File: src/hdl/salt_pkg.sv
// Package for the set-associative true-LRU tag directory.
// Holds sizes, operation and line-state codes, and the structs shared by top, ctrl and dpath.
// No dependencies.
package salt_pkg;

   localparam int SETS     = 32768;
   localparam int WAYS     = 8;
   localparam int TAG_BITS = 11;

   localparam int SET_BITS   = (SETS > 1) ? $clog2(SETS) : 1;
   localparam int WAY_BITS   = $clog2(WAYS);
   localparam int AGE_BITS   = $clog2(WAYS);
   localparam int STATE_BITS = 3;
   localparam int FUNC_BITS  = 3;
   localparam int IDX_BITS   = 15;
   localparam int WSEL_BITS  = 3;
   localparam int TAGF_BITS  = 11;

   localparam int TAG_ROW_BITS  = WAYS * TAG_BITS;
   localparam int META_ROW_BITS = WAYS * (STATE_BITS + AGE_BITS);

   localparam logic [FUNC_BITS-1:0] FUNC_CLEAR   = 3'd0;
   localparam logic [FUNC_BITS-1:0] FUNC_LOOKUP  = 3'd1;
   localparam logic [FUNC_BITS-1:0] FUNC_TOUCH   = 3'd2;
   localparam logic [FUNC_BITS-1:0] FUNC_VICTIM  = 3'd3;
   localparam logic [FUNC_BITS-1:0] FUNC_INSTALL = 3'd4;

   localparam logic [STATE_BITS-1:0] LINE_INVALID  = 3'd0;
   localparam logic [STATE_BITS-1:0] LINE_MODIFIED = 3'd4;
   localparam logic [STATE_BITS-1:0] LINE_LAST     = 3'd4;

   typedef struct packed {
      logic [FUNC_BITS-1:0]  func;
      logic [IDX_BITS-1:0]   set_index;
      logic [WSEL_BITS-1:0]  way_sel;
      logic [TAGF_BITS-1:0]  tag;
      logic [STATE_BITS-1:0] line_state;
   } item_type;

   typedef struct packed {
      logic                  hit;
      logic [WSEL_BITS-1:0]  way;
      logic [STATE_BITS-1:0] state_out;
      logic                  writeback;
   } result_type;

   typedef struct packed {
      logic accept;
      logic exec;
      logic sweep;
   } cmd_type;

   typedef struct packed {
      logic can_load;
      logic sweep_last;
      logic req_clear;
   } status_type;

endpackage

File: src/hdl/salt_ctrl.sv
// Controller of the tag directory: sweep, accept and execute sequencing.
// Depends on salt_pkg for the command and status structs.
module salt_ctrl import salt_pkg::*; (
   input  logic       clock,
   input  logic       reset,
   input  logic       req_valid,
   output logic       req_ready,
   input  status_type status,
   output cmd_type    cmd
);

   typedef enum logic [1:0] {
      S_SWEEP,
      S_IDLE,
      S_EXEC
   } state_type;

   state_type state_ff, state_in;
   logic      clr_pend_ff, clr_pend_in;

   always_comb begin
      state_in    = state_ff;
      clr_pend_in = clr_pend_ff;
      cmd         = '0;
      req_ready   = 1'b0;
      case (state_ff)
         S_SWEEP: begin
            cmd.sweep = 1'b1;
            if (status.sweep_last) begin
               state_in    = clr_pend_ff ? S_EXEC : S_IDLE;
               clr_pend_in = 1'b0;
            end
         end
         S_IDLE: begin
            req_ready = 1'b1;
            if (req_valid) begin
               cmd.accept = 1'b1;
               if (status.req_clear) begin
                  state_in    = S_SWEEP;
                  clr_pend_in = 1'b1;
               end else begin
                  state_in = S_EXEC;
               end
            end
         end
         S_EXEC: begin
            if (status.can_load) begin
               cmd.exec = 1'b1;
               state_in = S_IDLE;
            end
         end
         default: begin
            state_in = S_IDLE;
         end
      endcase
   end

   always_ff @(posedge clock) begin
      if (reset) begin
         state_ff    <= S_SWEEP;
         clr_pend_ff <= 1'b0;
      end else begin
         state_ff    <= state_in;
         clr_pend_ff <= clr_pend_in;
      end
   end

endmodule

File: config.mk
export PLATFORM = sky130hd
export DESIGN_NAME = salt_ctrl
export DESIGN_NICKNAME = d
export VERILOG_FILES = /design/src/hdl/salt_pkg.sv /design/src/hdl/salt_ctrl.sv
export SDC_FILE = /design/constraint.sdc
export NUM_CORES = 1
export LEC_CHECK = 0
export BUFFER_PORTS_ARGS = -buffer_cell sky130_fd_sc_hd__buf_2
export CORE_AREA = 2 2 39 41
export CTS_CLUSTER_SIZE = 16
export DETAILED_ROUTE_END_ITERATION = 10
export DIE_AREA = 0 0 41 43
export PLACE_DENSITY_LB_ADDON = 0.15
export SYNTH_ARGS = -nofsm -noshare
export SYNTH_HDL_FRONTEND = slang
export SYNTH_SLANG_ARGS = --single-unit
File: constraint.sdc
create_clock -name clock -period 2.2 [get_ports clock]
set_input_delay 0.66 -clock clock [delete_from_list [all_inputs] [get_ports clock]]
set_output_delay 0.66 -clock clock [all_outputs]
set_load 0.005 [all_outputs]
==> results.md, run 1 <==
- Status: finished, final reports clean
- Yosys cell types: 13
- CTS resizes: 0
- Core area: 0.001384 mm²
- Vias/cell: 3.917
- N_diodes: 0
- Sequential area share after synthesis: 0.3504
- First-pass GRT wire length: 724 µm
- Die W: 41 µm
- Leak: 0.0001159 µW
- Synth Instances: 19
- Syn_area_per_cell: 9.022 µm²
- CTS tree: yes
- Post-CTS Setup Bufs: 0
- Synthesized area: 171.4 µm²
- Initial DRC Count: 0
- WL final: 461 µm
- Antenna violations before repair: 0
- Fin. Hold Viols: 0
- Worst Path Required: 1540 ps
- # DRC: 0
- Clock Skews: 5.692 ps
- GRT overflow: 0
- Critical path cell sequence: nor2b_4 > and2_1 > buf_2
- R2R depth: 3
- Area Growth Syn to Fin: 53.29%
- Site Rows: 14
- Slowest stage delay, CP: 390 ps
- Final Net Count: 39
- Pre-Repair DR Iteration Count: 1
- Crit start category: register
- Share of cells above drive strength 1: 0.4375
- VDD IR-drop max: 279.5 µV
- Final Total Pwr: 199.6 µW
- Critical Path AT: 1100 ps
- Worst-path clk slew: 40 ps
- CTS Buf Count: 3
- Hold path cells: 2
- Syn_nets: 25
- Clock Tree Buf Depth: 2
- Clock Latency Late Sink: 240 ps
- Fmax: 567.9 MHz
- CTS Hold Buffers Added: 0
- Worst Setup End Kind: primary output
- Root Driver: clkbuf_4
- Max transition margin: 0.7999
- Starting Density: 0.1239
- CP max-delay cell: dfxtp_1
- RSZ-0062 raised after global routing: no
- Die area: 0.001763 mm²
- Synth warn: 0
- HP Class: reg -> reg
- CTS H-tree lvls: 1
- GRT Total Usage: 0.06713
- Largest net degree at the start of global routing: 6
- Synth Register Bits: 3
- Setup TNS: 0 ps
- Synth area leader: dfxtp_1
- Pwr/cell area: 759.7 mW/mm²
- Vias: 188
- Endpoints failing setup: 0
- Final GP Congestion: 0.7746
- Die Y: 43 µm
- Synth Flop Type: dfxtp_1
- Fin crit period: 1761 ps
- Port Buffer Count: 9
- Period utilisation layout: 0.8004
- Worst Max-Slew Pin Slew: 299.5 ps
- Share of the synthesized area in the top cell type: 0.3504
- Sink Count: 3
- CP Max Fanout: 5
- Top cells by area, synth: dfxtp_1 (35%), nor3b_1 (8.8%), nor4b_2 (8.8%)
- Number of global-route vias before repair: 195
- Post-synth EDFFs: 0
- Max Cap Violations: 0
- Wire per inst: 9.604 µm
- Post-DRT Antenna Nets: 0
- Post-synth ARST share: 0
- Slew Limit Fails: 0
- HPWL Detailed: 359.3 µm
- Setup CP Type: reg -> out
- Most frequent cells after synthesis: dfxtp_1 (3), inv_1 (3), a31oi_1 (2), nor3b_1 (2)
- IO Count: 10
## layer usage
layer	wire length, µm	track usage	part of all wire	vias up
li1	-	-	-	95
met1	210	0.07029	0.46	88
met2	219	0.08438	0.48	5
met3	31	0.01571	0.067	0
met4	0	0.1000	0	0
met5	0	0	0	-
## kinds of logic after synthesis
kind of cell / synth area share
simple gates: 0.3430
buf+inv: 0.06569
mux: 0.06569
compound gates: 0.1751
flops: 0.3504
## report_power, final
part           total (µW)  internal, µW  switching (µW)
clock network        98.3          68.1            30.2
registers            64.4          59.3            5.08
logic                36.9          19.9            17.0
total                 200           147            52.3
## worst paths after layout
| path | start | endpoint | slack (ps) |
|---|---|---|---|
| min | clr_pend_ff$_SDFFE_PP0P_ | state_ff[1]$_SDFFE_PP0P_ | 490 |
| min reg2reg | clr_pend_ff$_SDFFE_PP0P_ | state_ff[1]$_SDFFE_PP0P_ | 490 |
| max | state_ff[0]$_SDFFE_PP0P_ | cmd[2] | 440 |
| max reg2reg | state_ff[0]$_SDFFE_PP0P_ | clr_pend_ff$_SDFFE_PP0P_ | 1090 |
## stage by stage
stage,area (µm²),utilization,hold slack [ps],setup slack (ps),instances
CTS,262.8,0.1899,492.3,416.1,48
finish,262.8,0.1899,491.3,439.1,48
floorplan,171.4,-,451.1,679.8,19
global placement,236.5,0.1709,484.9,495.6,44
detailed placement,236.5,0.1709,477.6,474.2,44
global route,262.8,0.1899,504.9,354.6,48
## cells in the final DEF, fill, tap and decap left out, types with 2 or more instances in the layout
| cell | netlist | routed |
|---|---|---|
| inv_1 | 3 | 3 |
| buf_2 | 0 | 9 |
| nor3b_1 | 2 | 2 |
| dfxtp_1 | 3 | 3 |
| clkbuf_4 | 0 | 3 |
| a31oi_1 | 2 | 2 |
## critical path, delay by kind of cell, from the launching register on
family / cells / cell delay, ps
buffers and inverters: 1 / 120
DFF: 1 / 390
and+or+nand+nor: 2 / 360
## state kept, by name, summed over array words and instances, names as in the netlist
register     flops
clr_pend_ff      1
state_ff         2
## final cells by class
cell class                 instances  area, µm²
inverter                           3      11.26
clock buffer                       4      26.28
multi-input combinational         13      100.1
timing repair buffer               9      45.04
tap                               16      20.02
fill                             167       1121
sequential                         3      60.06
Power figures use the tool's default switching activity.
==> run 2: changes to the inputs <==
clock period = 1.51 ns   (was 2.2 ns; I/O delays follow)
==> run 2 against run 1 <==
Against the previous run: combinational power up 55%; die area unchanged; power up 49%; worst hold slack worse by 83 ps; largest power group unchanged.
==> results.md, run 2 (synthesis results as in run 1) <==
- Status: finished, final reports clean
- Worst Path Required: 1060 ps
- Max reg flops: 2
- Pre-Repair DR Iteration Count: 1
- N_diodes: 0
- Setup CP Type: reg -> out
- RSZ-0062 raised after global routing: no
- CP max-delay cell: dfxtp_4
- Pint: 219.9 µW
- Worst-path clk slew: 40 ps
- CTS Buf Count: 3
- Die Y: 43 µm
- Initial DRC Count: 0
- Worst r2r src: state_ff[0]$_SDFFE_PP0P_
- Die area: 0.001763 mm²
- Biggest registers after layout: state_ff x2, clr_pend_ff x1
- Vias: 186
- VDD IR-drop max: 341.1 µV
- Clock Latency Late Sink: 240 ps
- R2R depth: 3
- Die W: 41 µm
- Root Driver: clkbuf_4
- Site Rows: 14
- Final GP Congestion: 0.7996
- Worst Max-Slew Pin Slew: 331.5 ps
- Slowest stage delay, CP: 360 ps
- Filler cell count: 154
- Comb pwr share: 0.192
- Final Net Count: 39
- First-pass GRT wire length: 800 µm
- GRT overflow: 0
- Max Cap Violations: 0
- Placed insts: 44
- Post-DRT Antenna Nets: 0
- # DRC: 0
- Vias/cell: 3.875
- Worst Setup End Kind: primary output
- Core area: 0.001384 mm²
- Share of cells above drive strength 1: 0.5625
- Sink Count: 3
- Clock Tree Buf Depth: 2
- Number of global-route vias before repair: 206
- Wire per inst: 9.854 µm
- HP Class: in -> reg
- CP Launch Point: state_ff[0]$_SDFFE_PP0P_
- Post-Place Setup Slack: 184.4 ps
- Setup TNS: 0 ps
- NetSw: 78.15 µW
- Critical path cell sequence: nor2b_4 > and2_4 > buf_6
- Crit start category: register
- Pwr/cell area: 1059 mW/mm²
- CTS Hold Buffers Added: 0
- CP Max Fanout: 5
- IO Count: 10
- Slew Limit Fails: 0
- Clock Skews: 5.415 ps
- Hold path cells: 2
- Port Buffer Count: 9
- Largest Register: state_ff
- Commonest non-fill, non-tap cell in the layout: buf_2
- Flop pwr share: 0.322
- Switch share: 0.2622
- Fmax: 692.0 MHz
- Endpoints failing setup: 0
- Post-Layout Cell Count: 48
- Post-CTS Setup Bufs: 0
- HPWL Detailed: 367.4 µm
- Hold Slack: 408.5 ps
- Fin. Hold Viols: 0
- Fin worst setup slack: 64.81 ps
- Antenna violations before repair: 0
- Most frequent cells in the layout: buf_2 (8), inv_1 (3), clkbuf_4 (3), a31oi_1 (2)
- CTS tree: yes
- Leak: 0.0001207 µW
- Fin crit period: 1445 ps
- Clk pwr share: 0.485
- Max transition margin: 0.7785
- Fin util: 0.2034
- WL final: 473 µm
- Period utilisation layout: 0.9571
- GRT Total Usage: 0.07422
- Starting Density: 0.1239
- Min-delay src: reset
- Area Growth Syn to Fin: 64.23%
- Largest net degree at the start of global routing: 6
- Critical Path AT: 990 ps
- CTS H-tree lvls: 1
-- run 2: worst max-delay path: cells and delay by family (launching register included) --
kind,cells,cell delay (ps)
buf+inv,1,90
simple gates,2,310
flops,1,360
-- run 2: per-layer routing --
layer | wire length, µm | track usage | part of all wire | up-vias
met2 | 239 | 0.08750 | 0.51 | 7
li1 | - | - | - | 94
met4 | 0 | 0.1000 | 0 | 0
met5 | 0 | 0 | 0 | -
met1 | 194 | 0.07372 | 0.41 | 85
met3 | 39 | 0.04188 | 0.082 | 0
-- run 2: what timing repair did --
item | 4_1_cts | 5_1_grt
gates cloned | 0 | 0
endpoints found under the setup margin | 2 | 2
pin swaps | 0 | 1
resized for setup | 3 | 3
-- run 2: final cells by class --
type / instances / area, µm² / share of cell area
Inverter: 3 / 11.26 / 0.04000
Multi-Input combinational cell: 13 / 107.6 / 0.3822
Tap cell: 16 / 20.02 / 0.07111
Sequential cell: 3 / 65.06 / 0.2311
Clock buffer: 4 / 26.28 / 0.09333
Timing Repair Buffer: 9 / 51.30 / 0.1822
-- run 2: per-stage QoR --
step                power, µW  cell area, µm²
global route            319.5           281.5
CTS                     299.6           267.8
finish                  298.1           281.5
floorplan               124.0           171.4
detailed placement      148.1           236.5
global placement        149.4           236.5
-- run 2: path summary, 6_finish.rpt --
path	slack [ps]	to
worst max-delay path	60	cmd[2]
worst min-delay path	410	state_ff[1]$_SDFFE_PP0P_
worst max register to register	470	clr_pend_ff$_SDFFE_PP0P_
worst min register to register	480	state_ff[1]$_SDFFE_PP0P_
-- run 2: power by group through the flow --
stage | clock, µW | combinational, µW | sequential (µW)
2_1_floorplan | 0 | 30.3 | 93.7
3_3_place_gp | 0 | 53.5 | 95.9
3_5_place_dp | 0 | 51.9 | 96.1
4_1_cts | 151 | 52.8 | 96.0
5_1_grt | 157 | 65.1 | 97.3
6_report | 145 | 57.2 | 96.1
==> run 3: changes to the inputs <==
CTS_CLUSTER_SIZE = not set   (was 16)
clock period = 1.6 ns   (was 1.51 ns; I/O delays follow)
==> run 3 against run 2 <==
Against the previous run: critical path depth did not move; cell count stayed put; register-to-register slack improved by 70 ps; critical path type unchanged; critical endpoint unchanged.
==> results.md, run 3 (synthesis results as in run 1) <==
- Worst Setup End Kind: primary output
- # DRC: 0
- CTS Buf Count: 3
- WL final: 431 µm
- Post-DRT Antenna Nets: 0
- HP Class: in -> reg
- GRT overflow: 0
- Crit start category: register
- Critical Path AT: 1040 ps
- RSZ-0062 raised after global routing: no
- Filler cell count: 155
- Period utilisation layout: 0.9488
- Pwr/cell area: 1020 mW/mm²
- Initial DRC Count: 6
- Commonest non-fill, non-tap cell in the layout: buf_2
- Post-Layout Cell Count: 48
- Vias: 175
- Worst Path Required: 1120 ps
- VDD IR-drop max: 316.5 µV
- Clock Tree Buf Depth: 2
- N_diodes: 0
- Root Driver: clkbuf_4
- Status: finished, final reports clean
- Wire per inst: 8.979 µm
- Final GP Congestion: 0.7804
- Setup TNS: 0 ps
- Die Y: 43 µm
- Worst Max-Slew Pin Slew: 308.9 ps
- HPWL Detailed: 340 µm
- CTS H-tree lvls: 1
- CP Max Fanout: 5
- Largest Register: state_ff
- Max Cap Violations: 0
- Flop pwr share: 0.332
- Largest net degree at the start of global routing: 6
- Pre-Repair DR Iteration Count: 2
- Placed insts: 44
- Site Rows: 14
- Comb pwr share: 0.184
- Fin. Hold Viols: 0
- Max reg flops: 2
- IO Count: 10
- Die W: 41 µm
- Endpoints failing setup: 0
- CTS tree: yes
- Fin crit period: 1518 ps
- Clock Latency Late Sink: 230 ps
- Area Growth Syn to Fin: 54.74%
- Number of global-route vias before repair: 191
- Pint: 203.5 µW
- Worst-path clk slew: 40 ps
- Clock Skews: 0.4066 ps
- Core area: 0.001384 mm²
- Share of cells above drive strength 1: 0.5000
- Die area: 0.001763 mm²
- Vias/cell: 3.646
- First-pass GRT wire length: 724 µm
- Antenna violations before repair: 0
- Switch share: 0.2482
- Post-CTS Setup Bufs: 0
- Setup CP Type: reg -> out
- Fmax: 658.8 MHz
- Slew Limit Fails: 0
- Port Buffer Count: 9
- Final Net Count: 39
- Sink Count: 3
- Most frequent cells in the layout: buf_2 (9), inv_1 (3), clkbuf_4 (3)
- Starting Density: 0.1239
- NetSw: 67.17 µW
- Biggest registers after layout: state_ff x2, clr_pend_ff x1
- Leak: 0.0001166 µW
- GRT Total Usage: 0.06707
- Max transition margin: 0.7936
- Clk pwr share: 0.484
## run 3: final timing paths
check                           startpoint                       end  slack (ps)  cells after the start
hold / removal                       reset  state_ff[0]$_SDFFE_PP0P_         450                      2
setup / recovery  state_ff[0]$_SDFFE_PP0P_                    cmd[2]          80                      3
setup reg to reg  state_ff[0]$_SDFFE_PP0P_  clr_pend_ff$_SDFFE_PP0P_         540                      3
hold reg to reg   clr_pend_ff$_SDFFE_PP0P_  state_ff[1]$_SDFFE_PP0P_         480                      2
## run 3: metrics by stage
step           hold WS [ps]  utilization  total power, µW  area, µm²  setup WS (ps)
3_5_place_dp          481.9       0.1709            139.9      236.5          232.9
3_3_place_gp          485.5       0.1709            140.8      236.5          245.8
4_1_cts               440.7       0.1899            278.0      262.8          2.396
5_1_grt               435.2       0.1917            294.4      265.3          15.35
6_report              448.0       0.1917            270.6      265.3          81.98
2_1_floorplan         451.1            -            117.0      171.4          414.7
## run 3: power by group through the flow
stage / combinational, µW / sequential, µW / clock, µW
5_1_grt: 55.7 / 91.5 / 147
2_1_floorplan: 28.6 / 88.4 / 0
3_3_place_gp: 50.3 / 90.5 / 0
6_report: 49.9 / 89.8 / 131
4_1_cts: 50.4 / 89.1 / 139
3_5_place_dp: 49.7 / 90.2 / 0
## run 3: per-layer routing
layer	GRT usage	routed length [µm]	vias up
li1	-	-	94
met3	0.03665	28	0
met5	0	0	-
met1	0.06688	203	76
met4	0.08000	0	0
met2	0.08438	198	5
## run 3: layout make-up
type	instances	area, µm²	share of cell area
Sequential cell	3	62.56	0.2358
Timing Repair Buffer	9	45.04	0.1698
Inverter	3	11.26	0.04245
Clock buffer	4	26.28	0.09906
Multi-Input combinational cell	13	100.1	0.3774
Tap cell	16	20.02	0.07547
## run 3: what timing repair did
action / 4_1_cts / 5_1_grt
gates resized for setup: 0 / 2
endpoints found under the setup margin: 0 / 2
hold buffers: 0 / 0
## run 3: worst max-delay path, cell delays in order, from the launching register on
cell and delay, ps:
dfxtp_2 350, nor2b_4 160, and2_1 170, buf_2 120
